### config.mk
export PLATFORM = sky130hd
export DESIGN_NAME = fasta_record_parser
export DESIGN_NICKNAME = d
export VERILOG_FILES = /design/src/rtl/core/fasta_pkg.sv /design/src/rtl/core/fasta_record_parser.sv
export SDC_FILE = /design/constraint.sdc
export NUM_CORES = 1
export LEC_CHECK = 0
export BUFFER_PORTS_ARGS = -buffer_cell sky130_fd_sc_hd__buf_2
export CORE_MARGIN = 2
export CORE_UTILIZATION = 58
export CTS_CLUSTER_SIZE = 24
export DETAILED_ROUTE_END_ITERATION = 7
export GPL_TIMING_DRIVEN = 1
export PLACE_DENSITY_LB_ADDON = 0.25
export SKIP_LAST_GASP = 1
export SYNTH_ARGS = -nofsm -noshare
export SYNTH_HDL_FRONTEND = slang
export SYNTH_SLANG_ARGS = --single-unit
### constraint.sdc
create_clock -name clk_i -period 2.77 [get_ports clk_i]
set_input_delay 0.831 -clock clk_i [delete_from_list [all_inputs] [get_ports clk_i]]
set_output_delay 0.831 -clock clk_i [all_outputs]
set_load 0.005 [all_outputs]
### src/rtl/core/fasta_pkg.sv
// ----------------------------------------------------------------------------
// fasta_pkg
// Shared constants and codes for the FASTA record parser: character codes,
// word kinds, status codes and the record counter width.
// ----------------------------------------------------------------------------
package fasta_pkg;

  // Width of the saturating record counter.
  localparam int unsigned CountWidth = 32;

  localparam logic [7:0] ChGt    = 8'h3E;  // '>'
  localparam logic [7:0] ChHash  = 8'h23;  // '#'
  localparam logic [7:0] ChLf    = 8'h0A;  // '\n'
  localparam logic [7:0] ChCr    = 8'h0D;  // '\r'
  localparam logic [7:0] ChTab   = 8'h09;  // '\t'
  localparam logic [7:0] ChSpace = 8'h20;  // ' '

  typedef enum logic [1:0] {
    KindNone = 2'd0,
    KindId   = 2'd1,
    KindDesc = 2'd2,
    KindSeq  = 2'd3
  } kind_e;

  typedef enum logic [2:0] {
    StOk       = 3'd0,
    StNoMark   = 3'd1,
    StEmptyId  = 3'd2,
    StTrunc    = 3'd3,
    StEmptySeq = 3'd4,
    StHalted   = 3'd5
  } status_e;

endpackage

### src/rtl/core/fasta_record_parser.sv
// ----------------------------------------------------------------------------
// fasta_record_parser
// Parses a FASTA byte stream one word per cycle and tags every kept byte as
// an identifier, description or sequence character, with record counting.
// ----------------------------------------------------------------------------
//  Channel | Direction | Handshake              | Payload
//  --------+-----------+------------------------+------------------------------
//  in      | input     | in_valid_i / in_ready_o | byte_value_i, end_of_input_i
//  out     | output    | out_valid_o/out_ready_i | kind_o, char_value_o,
//          |           |                        | record_end_o, status_o,
//          |           |                        | records_done_o
//
//  Each word taken yields exactly one output word in the following cycle.
//  Throughput is one word per cycle unless the output stalls: the parse state
//  updates per word taken; the output register refills in the cycle it empties.
//  A stall on the output side holds in_ready_o low until the result is taken.
//  Reset returns the parser to the file start phase and clears the counter.
// ----------------------------------------------------------------------------
module fasta_record_parser (
  input  logic                clk_i,
  input  logic                rst_ni,
  input  logic                in_valid_i,
  output logic                in_ready_o,
  input  logic [7:0]          byte_value_i,
  input  logic                end_of_input_i,
  output logic                out_valid_o,
  input  logic                out_ready_i,
  output fasta_pkg::kind_e    kind_o,
  output logic [7:0]          char_value_o,
  output logic                record_end_o,
  output fasta_pkg::status_e  status_o,
  output logic [31:0]         records_done_o
);
  import fasta_pkg::*;

  typedef enum logic [2:0] {
    PhStart,
    PhSkip,
    PhId,
    PhDesc,
    PhSeq,
    PhSeqNl,
    PhHalt
  } phase_e;

  phase_e                phase_q, phase_d;
  logic                  id_seen_q, id_seen_d;
  logic                  seq_seen_q, seq_seen_d;
  logic [CountWidth-1:0] count_q, count_d;

  logic    out_valid_q;
  kind_e   kind_q, kind_d;
  logic [7:0] char_q;
  logic    rend_q, rend_d;
  status_e status_q, status_d;
  logic [31:0] done_q;

  logic accept;
  logic is_blank;

  assign in_ready_o = !out_valid_q || out_ready_i;
  assign accept     = in_valid_i && in_ready_o;

  // Characters dropped from sequence lines.
  assign is_blank = (byte_value_i == ChCr) || (byte_value_i == ChSpace) ||
                    (byte_value_i == ChTab);

  always_comb begin
    phase_d    = phase_q;
    id_seen_d  = id_seen_q;
    seq_seen_d = seq_seen_q;
    count_d    = count_q;
    kind_d     = KindNone;
    rend_d     = 1'b0;
    status_d   = StOk;

    if (phase_q == PhHalt) begin
      status_d = StHalted;
    end else if (end_of_input_i) begin
      phase_d = PhHalt;
      unique case (phase_q) inside
        PhStart: status_d = StNoMark;
        PhSkip:  status_d = StOk;
        PhId, PhDesc: status_d = StTrunc;
        default: begin
          if (seq_seen_q) begin
            rend_d = 1'b1;
            if (count_q != '1) count_d = count_q + 1'b1;
          end else begin
            status_d = StEmptySeq;
          end
        end
      endcase
    end else begin
      unique case (phase_q)
        PhStart: begin
          if (byte_value_i == ChHash) begin
            phase_d = PhSkip;
          end else if (byte_value_i == ChGt) begin
            phase_d    = PhId;
            id_seen_d  = 1'b0;
            seq_seen_d = 1'b0;
          end else begin
            status_d = StNoMark;
            phase_d  = PhHalt;
          end
        end
        PhSkip: begin
          if (byte_value_i == ChLf) phase_d = PhStart;
        end
        PhId: begin
          if (byte_value_i == ChSpace || byte_value_i == ChTab) begin
            if (id_seen_q) phase_d = PhDesc;
          end else if (byte_value_i == ChLf) begin
            if (id_seen_q) begin
              phase_d = PhSeq;
            end else begin
              status_d = StEmptyId;
              phase_d  = PhHalt;
            end
          end else if (byte_value_i != ChCr) begin
            kind_d    = KindId;
            id_seen_d = 1'b1;
          end
        end
        PhDesc: begin
          if (byte_value_i == ChLf) begin
            phase_d = PhSeq;
          end else if (byte_value_i != ChCr && byte_value_i != ChTab) begin
            kind_d = KindDesc;
          end
        end
        PhSeq: begin
          if (byte_value_i == ChLf) begin
            phase_d = PhSeqNl;
          end else if (!is_blank) begin
            kind_d     = KindSeq;
            seq_seen_d = 1'b1;
          end
        end
        PhSeqNl: begin
          // A '>' after a newline closes the record and opens the next; with no sequence, it halts.
          if (byte_value_i == ChGt) begin
            if (seq_seen_q) begin
              rend_d = 1'b1;
              if (count_q != '1) count_d = count_q + 1'b1;
              phase_d    = PhId;
              id_seen_d  = 1'b0;
              seq_seen_d = 1'b0;
            end else begin
              status_d = StEmptySeq;
              phase_d  = PhHalt;
            end
          end else if (byte_value_i != ChLf) begin
            phase_d = PhSeq;
            if (!is_blank) begin
              kind_d     = KindSeq;
              seq_seen_d = 1'b1;
            end
          end
        end
        default: status_d = StHalted;
      endcase
    end
  end

  always_ff @(posedge clk_i or negedge rst_ni) begin
    if (!rst_ni) begin
      phase_q     <= PhStart;
      id_seen_q   <= 1'b0;
      seq_seen_q  <= 1'b0;
      count_q     <= '0;
      out_valid_q <= 1'b0;
    end else begin
      if (accept) begin
        phase_q    <= phase_d;
        id_seen_q  <= id_seen_d;
        seq_seen_q <= seq_seen_d;
        count_q    <= count_d;
      end
      if (accept) begin
        out_valid_q <= 1'b1;
      end else if (out_ready_i) begin
        out_valid_q <= 1'b0;
      end
    end
  end

  always_ff @(posedge clk_i) begin
    if (accept) begin
      kind_q   <= kind_d;
      char_q   <= (kind_d != KindNone) ? byte_value_i : 8'h00;
      rend_q   <= rend_d;
      status_q <= status_d;
      done_q   <= 32'(count_d);
    end
  end

  assign out_valid_o    = out_valid_q;
  assign kind_o         = kind_q;
  assign char_value_o   = char_q;
  assign record_end_o   = rend_q;
  assign status_o       = status_q;
  assign records_done_o = done_q;

`ifndef NO_ASSERTIONS
  // A halted result never carries a character or a completed record.
  assert property (@(posedge clk_i) disable iff (!rst_ni)
    out_valid_o && status_o == StHalted |-> kind_o == KindNone && !record_end_o)
    else $error("halted result carries data");

  // A completed record is always reported with an ok status.
  assert property (@(posedge clk_i) disable iff (!rst_ni)
    out_valid_o && record_end_o |-> status_o == StOk)
    else $error("record end with error status");

  // Once halted, the parser stays halted until reset.
  assert property (@(posedge clk_i) disable iff (!rst_ni)
    phase_q == PhHalt |=> phase_q == PhHalt)
    else $error("parser left halt without reset");

  // An empty output register never blocks the input side.
  assert property (@(posedge clk_i) disable iff (!rst_ni)
    !out_valid_o |-> in_ready_o)
    else $error("input stalled with empty output register");
`endif

endmodule

==> impl_metrics.prom, run 1 <==
# TYPE chip_impl_metric gauge
chip_impl_metric{name="whs_path_depth",unit=""} 1
chip_impl_metric{name="grt_start_max_net_pins",unit=""} 39
chip_impl_metric{name="filler_cell_count",unit=""} 566
chip_impl_metric{name="ys_async_sr_fraction",unit="%"} 45.2
chip_impl_metric{name="clock_power_share",unit="%"} 28.2
chip_impl_metric{name="ctsResizeCount",unit=""} 0
chip_impl_metric{name="worst-r2r-cell-count",unit=""} 8
chip_impl_metric{name="share_of_final_layout_standard_cells_stronger_than_drive_strength_1",unit="%"} 22.8
chip_impl_metric{name="dr.pass1.iters",unit=""} 4
chip_impl_metric{name="report.final.setup_viol",unit=""} 0
chip_impl_info{name="rsz_0062_raised_after_global_routing",value="false"} 1
chip_impl_metric{name="worst_path_maximum_fanout",unit=""} 10
chip_impl_metric{name="ys_seq_elements",unit=""} 84
chip_impl_metric{name="tightest_slew",unit="ns"} 0.897
chip_impl_info{name="cell_breakdown_of_the_critical_path",value="ha_1 > nand4_1 > nor2_1 > nand4_2 > and2_2 > buf_4 > nand4_1 > xnor2_1"} 1
chip_impl_metric{name="max_cap_viol_count",unit=""} 0
chip_impl_info{name="holdPathEnd",value="count_q[29]$_DFFE_PN0P_"} 1
chip_impl_metric{name="synth.net_count",unit=""} 436
chip_impl_metric{name="number_of_flops_mapped_to_enable_cells_by_yosys",unit=""} 46
chip_impl_metric{name="dieWidth",unit="um"} 91.2
chip_impl_metric{name="layout-area-overhead-vs-synth",unit="%"} 14.8
chip_impl_info{name="setup.worst_path.class",value="flip-flop to flip-flop"} 1
chip_impl_metric{name="skew",unit="ns"} 0.0108
chip_impl_metric{name="total_grt_overflow",unit=""} 0
chip_impl_metric{name="std_cell_rows",unit=""} 31
chip_impl_metric{name="power.switching",unit="mW"} 0.837
chip_impl_metric{name="power_per_cell_area",unit="nW/um^2"} 556
chip_impl_info{name="critical_path_end_type",value="flip-flop"} 1
chip_impl_info{name="setup.worst_path.start_class",value="flip-flop"} 1
chip_impl_metric{name="worstPathArrival",unit="ns"} 2.53
chip_impl_metric{name="setup.reg_to_reg.worst_slack",unit="ns"} 0.36
chip_impl_metric{name="drt_first_iter_violations",unit=""} 236
chip_impl_metric{name="cts-hold-fix-buffers",unit=""} 0
chip_impl_metric{name="io_pins",unit=""} 61
chip_impl_info{name="critPathMostFrequentCell",value="nand4_1"} 1
chip_impl_metric{name="post_synth_num_cell_types",unit=""} 56
chip_impl_metric{name="slowest_delay",unit="ns"} 0.48
chip_impl_metric{name="timing.final.crit_share",unit="%"} 87.0
chip_impl_info{name="synthDominantAreaCellType",value="edfxtp_1"} 1
chip_impl_metric{name="final_routed_wirelength",unit="mm"} 9.25
chip_impl_metric{name="max_freq",unit="GHz"} 0.415
chip_impl_metric{name="floorplan_core_area",unit="sq um"} 7290
chip_impl_info{name="min_path_type",value="flip-flop to flip-flop"} 1
chip_impl_metric{name="die_height",unit="um"} 91.2
chip_impl_metric{name="stdcell_count",unit=""} 591
chip_impl_info{name="crit-reg2reg-launch",value="count_q[1]$_DFFE_PN0P_"} 1
chip_impl_metric{name="synth.avg_cell_area",unit="sq um"} 10.4
chip_impl_metric{name="wire_per_inst",unit="um"} 15.7
chip_impl_metric{name="pwr-share-comb",unit="%"} 18.0
chip_impl_info{name="cp_slowest_cell",value="dfrtp_1"} 1
chip_impl_metric{name="synth-seq-area-share",unit="%"} 52.9
chip_impl_metric{name="final_design_area_no_fill",unit="sq um"} 5060
chip_impl_info{name="layout_commonest_cell",value="buf_2"} 1
chip_impl_metric{name="grt_first_pass_wirelength",unit="mm"} 15.5
chip_impl_metric{name="syn_area",unit="sq um"} 4410
chip_impl_metric{name="share_seq_of_total_power",unit="%"} 53.8
chip_impl_info{name="leading_cell_types_in_the_layout_fill_and_taps_excluded",value="buf_2 (60), nand2_1 (58), edfxtp_1 (46), xnor2_1 (42)"} 1
chip_impl_metric{name="vias",unit=""} 3390
chip_impl_metric{name="layout.nets",unit=""} 501
chip_impl_metric{name="fp.dieArea",unit="sq um"} 8310
chip_impl_metric{name="antenna_found_initial",unit=""} 0
chip_impl_metric{name="placedCellCount",unit=""} 575
chip_impl_metric{name="io_buffer_count",unit=""} 60
chip_impl_metric{name="cts.htree.levels",unit=""} 3
chip_impl_metric{name="clkLatencyLatePin",unit="ns"} 0.36
chip_impl_metric{name="synth_warnings",unit=""} 0
chip_impl_metric{name="numClockSinks",unit=""} 84
chip_impl_metric{name="proportion_of_netlist_area_held_by_the_largest_area_contributor",unit="%"} 31.3
chip_impl_metric{name="cts_buffers",unit=""} 9
chip_impl_metric{name="max-slew-margin-rel",unit="%"} 40.2
chip_impl_metric{name="place_congestion",unit=""} 0.869
chip_impl_info{name="result_of_the_run",value="complete, no violations"} 1
chip_impl_metric{name="syn-instance-count",unit=""} 422
chip_impl_metric{name="first_global_vias",unit=""} 3283
chip_impl_metric{name="placed_cell_area",unit="sq um"} 4880
chip_impl_metric{name="layout_min_cycle_time",unit="ns"} 2.41
chip_impl_metric{name="postRouteAntennaNets",unit=""} 0
chip_impl_metric{name="intPower",unit="mW"} 1.97
chip_impl_metric{name="setup_tns",unit="ns"} 0
chip_impl_metric{name="clk_transition_reported_paths",unit="ns"} 0.09
chip_impl_info{name="r2r-end",value="records_done_o[6]$_DFFE_PP_"} 1
chip_impl_metric{name="maximum_resistive_drop_on_vdd",unit="mV"} 0.279
chip_impl_info{name="cts_tree",value="yes"} 1
chip_impl_metric{name="seq_area",unit="sq um"} 2330
chip_impl_metric{name="place_hpwl",unit="mm"} 6.67
chip_impl_info{name="synthFlopType",value="edfxtp_1"} 1
chip_impl_info{name="cts_root_buf",value="clkbuf_8"} 1
chip_impl_metric{name="post_cts.repair.setup_buffers",unit=""} 0
chip_impl_metric{name="antennaDiodeCount",unit=""} 0
chip_impl_metric{name="final-max-slew-violation-count",unit=""} 0
chip_impl_info{name="synth_area_leaders",value="edfxtp_1 (31%), dfrtp_1 (22%), xnor2_1 (8.3%)"} 1
chip_impl_metric{name="floorplan.initialDensity",unit="%"} 60.4
chip_impl_metric{name="via_per_inst",unit=""} 5.74
chip_impl_metric{name="grtUsageTotal",unit="%"} 23.5
chip_impl_info{name="timing.hold.worst.start",value="count_q[29]$_DFFE_PN0P_"} 1
chip_impl_metric{name="cts-root-to-sink-buffers",unit=""} 2
chip_impl_metric{name="p_leak",unit="nW"} 2.05
chip_impl_metric{name="fin_util",unit="%"} 69.4
chip_impl_metric{name="remaining_drc_errors",unit=""} 0
chip_impl_metric{name="final_hold_viols",unit=""} 0
chip_impl_metric{name="multiInputGateArea",unit="sq um"} 1950
chip_impl_metric{name="power.share.switching",unit="%"} 29.8
chip_impl_metric{name="required",unit="ns"} 2.89
[layout make-up]
type                            count  share of cell area (%)
Multi-Input combinational cell    311                    38.5
Clock buffer                       10                    2.52
Tap cell                           99                    2.45
Sequential cell                    84                    46.1
Clock inverter                      6                   0.965
Timing Repair Buffer               76                    9.05
Inverter                            5                   0.371
[sequential cells by signal (all words and copies together), names as in the netlist]
signal,cells
record_end_o,1
char_value_o,8
out_valid_o,1
phase_q,3
kind_o,2
id_seen_q,1
count_q,32
status_o,3
seq_seen_q,1
records_done_o,32
[power groups by stage]
stage,Sequential (mW),Combinational (mW),Clock (mW)
final,1.51,0.506,0.794
after global routing,1.53,0.562,0.848
after CTS,1.51,0.505,0.799
after detailed placement,1.54,0.503,0
after global placement,1.53,0.490,0
after floorplan,1.50,0.349,0
[metrics by stage]
step           power, mW  setup WS (ns)  hold WS [ns]
2_1_floorplan       1.85          0.157         0.481
3_3_place_gp        2.02          0.111         0.500
3_5_place_dp        2.04         0.0482         0.513
4_1_cts             2.81          0.382         0.526
5_1_grt             2.94          0.198         0.543
6_report            2.81          0.359         0.524
[worst max-delay path by stage]
stage,slack [ns],from,end,depth (start not counted)
final,0.36,count_q[1]$_DFFE_PN0P_,records_done_o[6]$_DFFE_PP_,8
after global routing,0.20,count_q[1]$_DFFE_PN0P_,records_done_o[27]$_DFFE_PP_,8
after CTS,0.38,count_q[1]$_DFFE_PN0P_,records_done_o[6]$_DFFE_PP_,8
after detailed placement,0.05,byte_value_i[7],records_done_o[6]$_DFFE_PP_,8
after global placement,0.11,byte_value_i[7],records_done_o[6]$_DFFE_PP_,8
after floorplan,0.16,out_ready_i,phase_q[2]$_DFFE_PN0P_,6
[logic make-up after synthesis]
family | Yosys count | synth area share (%)
AOI/OAI and AO/OA | 47 | 7.50
xor gates and xnor gates | 61 | 12.1
adders and majority gates | 1 | 0.284
buffers and inverters | 27 | 2.84
DFF | 84 | 52.9
muxes | 2 | 0.454
and+or+nand+nor | 200 | 23.9
[cell usage after synthesis, types with 3 or more instances]
library cell  instances
nor4_1                6
and3_1                8
xnor2_1              42
a21oi_1              18
buf_4                 3
nand3b_1              3
nand2_1              58
o21ai_0               9
edfxtp_1             46
xor2_1               19
inv_1                 5
nand3_1              12
nand2b_1              8
and4_1                4
nor2_1               38
nor3_1               10
clkbuf_2              3
clkbuf_1              8
and2_1                9
nor3_2                3
nand4_1              18
a211oi_1              5
dfrtp_1              38
buf_2                 7
[critical path, delay by kind of cell, from the launching register on]
family	cells	cell delay, ns
AND/OR/NAND/NOR	5	1.19
flip-flops	1	0.48
adder cells (fa/ha/maj)	1	0.27
buffers and inverters	1	0.16
XOR/XNOR	1	0.07
[per-layer routing]
layer  vias up  share of wire [%]  GRT usage (%)
met5         -                  0              0
met2       104                 50           38.3
li1       1625                  -              -
met4         0                2.1           9.85
met1      1646                 43           31.6
met3        15                4.7           3.24
(Power assumes the default switching activity.)
==> run 2, diff against run 1 <==
--- a/config.mk
+++ b/config.mk
@@ -11,6 +11,7 @@
 export CTS_CLUSTER_SIZE = 24
 export DETAILED_ROUTE_END_ITERATION = 7
 export GPL_TIMING_DRIVEN = 1
+export MAX_ROUTING_LAYER = met4
 export PLACE_DENSITY_LB_ADDON = 0.25
 export SKIP_LAST_GASP = 1
 export SYNTH_ARGS = -nofsm -noshare
==> run 2 against run 1 <==
Compared with the run above: final cell count did not move; setup slack worse by 0.0080 ns; cell area stayed put; highest routed layer unchanged; die area did not move; sequential power is essentially flat; wire length is essentially flat; total power down 0.15%; first-iteration DRC count grew 9.3%; critical path type unchanged; non-clock buffer count unchanged; flip-flop and latch count is the same.
==> impl_metrics.prom, run 2 (synthesized netlist as in run 1, its figures left out) <==
# TYPE chip_impl_metric gauge
chip_impl_info{name="critPathMostFrequentCell",value="nand4_1"} 1
chip_impl_info{name="cp-startpoint",value="count_q[1]$_DFFE_PN0P_"} 1
chip_impl_metric{name="std_cell_rows",unit=""} 31
chip_impl_metric{name="io_pins",unit=""} 61
chip_impl_metric{name="worstPathArrival",unit="ns"} 2.53
chip_impl_metric{name="multiInputGateArea",unit="sq um"} 1950
chip_impl_info{name="crit-reg2reg-launch",value="count_q[1]$_DFFE_PN0P_"} 1
chip_impl_metric{name="setup_tns",unit="ns"} 0
chip_impl_info{name="cts_tree",value="yes"} 1
chip_impl_metric{name="setup.reg_to_reg.worst_slack",unit="ns"} 0.35
chip_impl_metric{name="max_cap_viol_count",unit=""} 0
chip_impl_metric{name="fp.dieArea",unit="sq um"} 8310
chip_impl_info{name="leading_cell_types_in_the_layout_fill_and_taps_excluded",value="buf_2 (60), nand2_1 (58), edfxtp_1 (46), xnor2_1 (42)"} 1
chip_impl_metric{name="total_grt_overflow",unit=""} 0
chip_impl_info{name="cell_breakdown_of_the_critical_path",value="ha_1 > nand4_1 > nor2_1 > nand4_2 > and2_2 > buf_4 > nand4_1 > xnor2_1"} 1
chip_impl_info{name="result_of_the_run",value="complete, no violations"} 1
chip_impl_info{name="rsz_0062_raised_after_global_routing",value="false"} 1
chip_impl_metric{name="floorplan.initialDensity",unit="%"} 60.4
chip_impl_metric{name="dr.pass1.iters",unit=""} 5
chip_impl_metric{name="cts.htree.levels",unit=""} 3
chip_impl_metric{name="antennaDiodeCount",unit=""} 0
chip_impl_metric{name="final_routed_wirelength",unit="mm"} 9.25
chip_impl_metric{name="final_hold_viols",unit=""} 0
chip_impl_info{name="critical_path_end",value="records_done_o[6]$_DFFE_PP_"} 1
chip_impl_metric{name="totalPowerFinal",unit="mW"} 2.81
chip_impl_metric{name="max_freq",unit="GHz"} 0.413
chip_impl_info{name="cp_slowest_cell",value="dfrtp_1"} 1
chip_impl_metric{name="floorplan_core_area",unit="sq um"} 7290
chip_impl_metric{name="layout_min_cycle_time",unit="ns"} 2.42
chip_impl_metric{name="required",unit="ns"} 2.88
chip_impl_info{name="cts_root_buf",value="clkbuf_8"} 1
chip_impl_metric{name="layout.nets",unit=""} 501
chip_impl_metric{name="grtUsageTotal",unit="%"} 24.2
chip_impl_metric{name="fin_util",unit="%"} 69.4
chip_impl_metric{name="via_per_inst",unit=""} 5.74
chip_impl_metric{name="io_buffer_count",unit=""} 60
chip_impl_metric{name="antenna_found_initial",unit=""} 0
chip_impl_metric{name="drt_first_iter_violations",unit=""} 258
chip_impl_metric{name="cts-hold-fix-buffers",unit=""} 0
chip_impl_metric{name="worst_path_maximum_fanout",unit=""} 10
chip_impl_metric{name="report.final.setup_viol",unit=""} 0
chip_impl_metric{name="cts-root-to-sink-buffers",unit=""} 2
chip_impl_metric{name="vias",unit=""} 3395
chip_impl_metric{name="clkLatencyLatePin",unit="ns"} 0.36
chip_impl_metric{name="timing.final.crit_share",unit="%"} 87.3
chip_impl_metric{name="max-slew-margin-rel",unit="%"} 39.7
chip_impl_metric{name="worst-r2r-cell-count",unit=""} 8
chip_impl_metric{name="wire_per_inst",unit="um"} 15.6
chip_impl_metric{name="clk_transition_reported_paths",unit="ns"} 0.09
chip_impl_metric{name="die_height",unit="um"} 91.2
chip_impl_metric{name="dieWidth",unit="um"} 91.2
chip_impl_metric{name="final-max-slew-violation-count",unit=""} 0
chip_impl_info{name="setup.worst_path.start_class",value="flip-flop"} 1
chip_impl_info{name="min_path_type",value="flip-flop to flip-flop"} 1
chip_impl_metric{name="ctsResizeCount",unit=""} 0
chip_impl_metric{name="tightest_slew",unit="ns"} 0.905
chip_impl_metric{name="slowest_delay",unit="ns"} 0.48
chip_impl_metric{name="first_global_vias",unit=""} 3282
chip_impl_metric{name="share_of_final_layout_standard_cells_stronger_than_drive_strength_1",unit="%"} 22.8
chip_impl_info{name="r2r-end",value="records_done_o[6]$_DFFE_PP_"} 1
chip_impl_metric{name="remaining_drc_errors",unit=""} 0
chip_impl_metric{name="place_hpwl",unit="mm"} 6.67
chip_impl_metric{name="grt_start_max_net_pins",unit=""} 39
chip_impl_metric{name="p_leak",unit="nW"} 2.05
chip_impl_metric{name="maximum_resistive_drop_on_vdd",unit="mV"} 0.279
chip_impl_info{name="layout_commonest_cell",value="buf_2"} 1
chip_impl_metric{name="filler_cell_count",unit=""} 566
chip_impl_metric{name="place_congestion",unit=""} 0.883
chip_impl_metric{name="numClockSinks",unit=""} 84
chip_impl_metric{name="postRouteAntennaNets",unit=""} 0
chip_impl_info{name="setup.worst_path.class",value="flip-flop to flip-flop"} 1
chip_impl_metric{name="seq_area",unit="sq um"} 2330
chip_impl_info{name="critical_path_end_type",value="flip-flop"} 1
chip_impl_metric{name="layout-area-overhead-vs-synth",unit="%"} 14.8
chip_impl_metric{name="grt_first_pass_wirelength",unit="mm"} 15.6
chip_impl_metric{name="cts_buffers",unit=""} 9
chip_impl_metric{name="skew",unit="ns"} 0.00985
chip_impl_metric{name="post_cts.repair.setup_buffers",unit=""} 0
chip_impl_metric{name="power_per_cell_area",unit="nW/um^2"} 555
-- run 2: power breakdown --
part	total, mW	internal (mW)	switching, mW
clock network	0.789	0.332	0.457
logic	0.508	0.218	0.290
registers	1.51	1.43	0.0860
-- run 2: metal layers --
layer	track usage, %	part of all wire [%]
met3	4.23	5.1
met2	38.6	50
met5	-	0
met4	8.71	1.9
met1	31.5	43
-- run 2: how the worst min path moves through the flow --
stage	start	endpoint	cells past startpoint	slack [ns]
3_3_place_gp	count_q[17]$_DFFE_PN0P_	count_q[17]$_DFFE_PN0P_	1	0.50
4_1_cts	count_q[29]$_DFFE_PN0P_	count_q[29]$_DFFE_PN0P_	1	0.53
2_1_floorplan	count_q[29]$_DFFE_PN0P_	count_q[29]$_DFFE_PN0P_	1	0.48
6_report	count_q[29]$_DFFE_PN0P_	count_q[29]$_DFFE_PN0P_	1	0.52
3_5_place_dp	count_q[29]$_DFFE_PN0P_	count_q[29]$_DFFE_PN0P_	1	0.51
5_1_grt	count_q[7]$_DFFE_PN0P_	count_q[7]$_DFFE_PN0P_	1	0.54
-- run 2: final cells by class --
| type | count | share of cell area (%) |
|---|---|---|
| multi-input cells | 311 | 38.5 |
| well taps | 99 | 2.45 |
| inverters | 5 | 0.371 |
| flip-flops and latches | 84 | 46.1 |
| repair buffers | 76 | 9.05 |
| clock inverters | 6 | 0.965 |
| clock buffers | 10 | 2.52 |
-- run 2: per-stage QoR --
stage          instance area [sq um]  hold WS (ns)  instances  setup WS [ns]
2_1_floorplan                   4410         0.481        422          0.157
3_3_place_gp                    4880         0.500        575          0.111
3_5_place_dp                    4880         0.513        575         0.0482
4_1_cts                         5060         0.526        591          0.382
5_1_grt                         5060         0.543        591          0.199
6_report                        5060         0.523        591          0.351
-- run 2: critical path: cells and delay by family, from the launching register on --
kind          cells  cell delay, ns
xor+xnor          1            0.08
flops             1            0.48
fa+ha+maj         1            0.27
simple gates      5            1.19
buf+inv           1            0.16
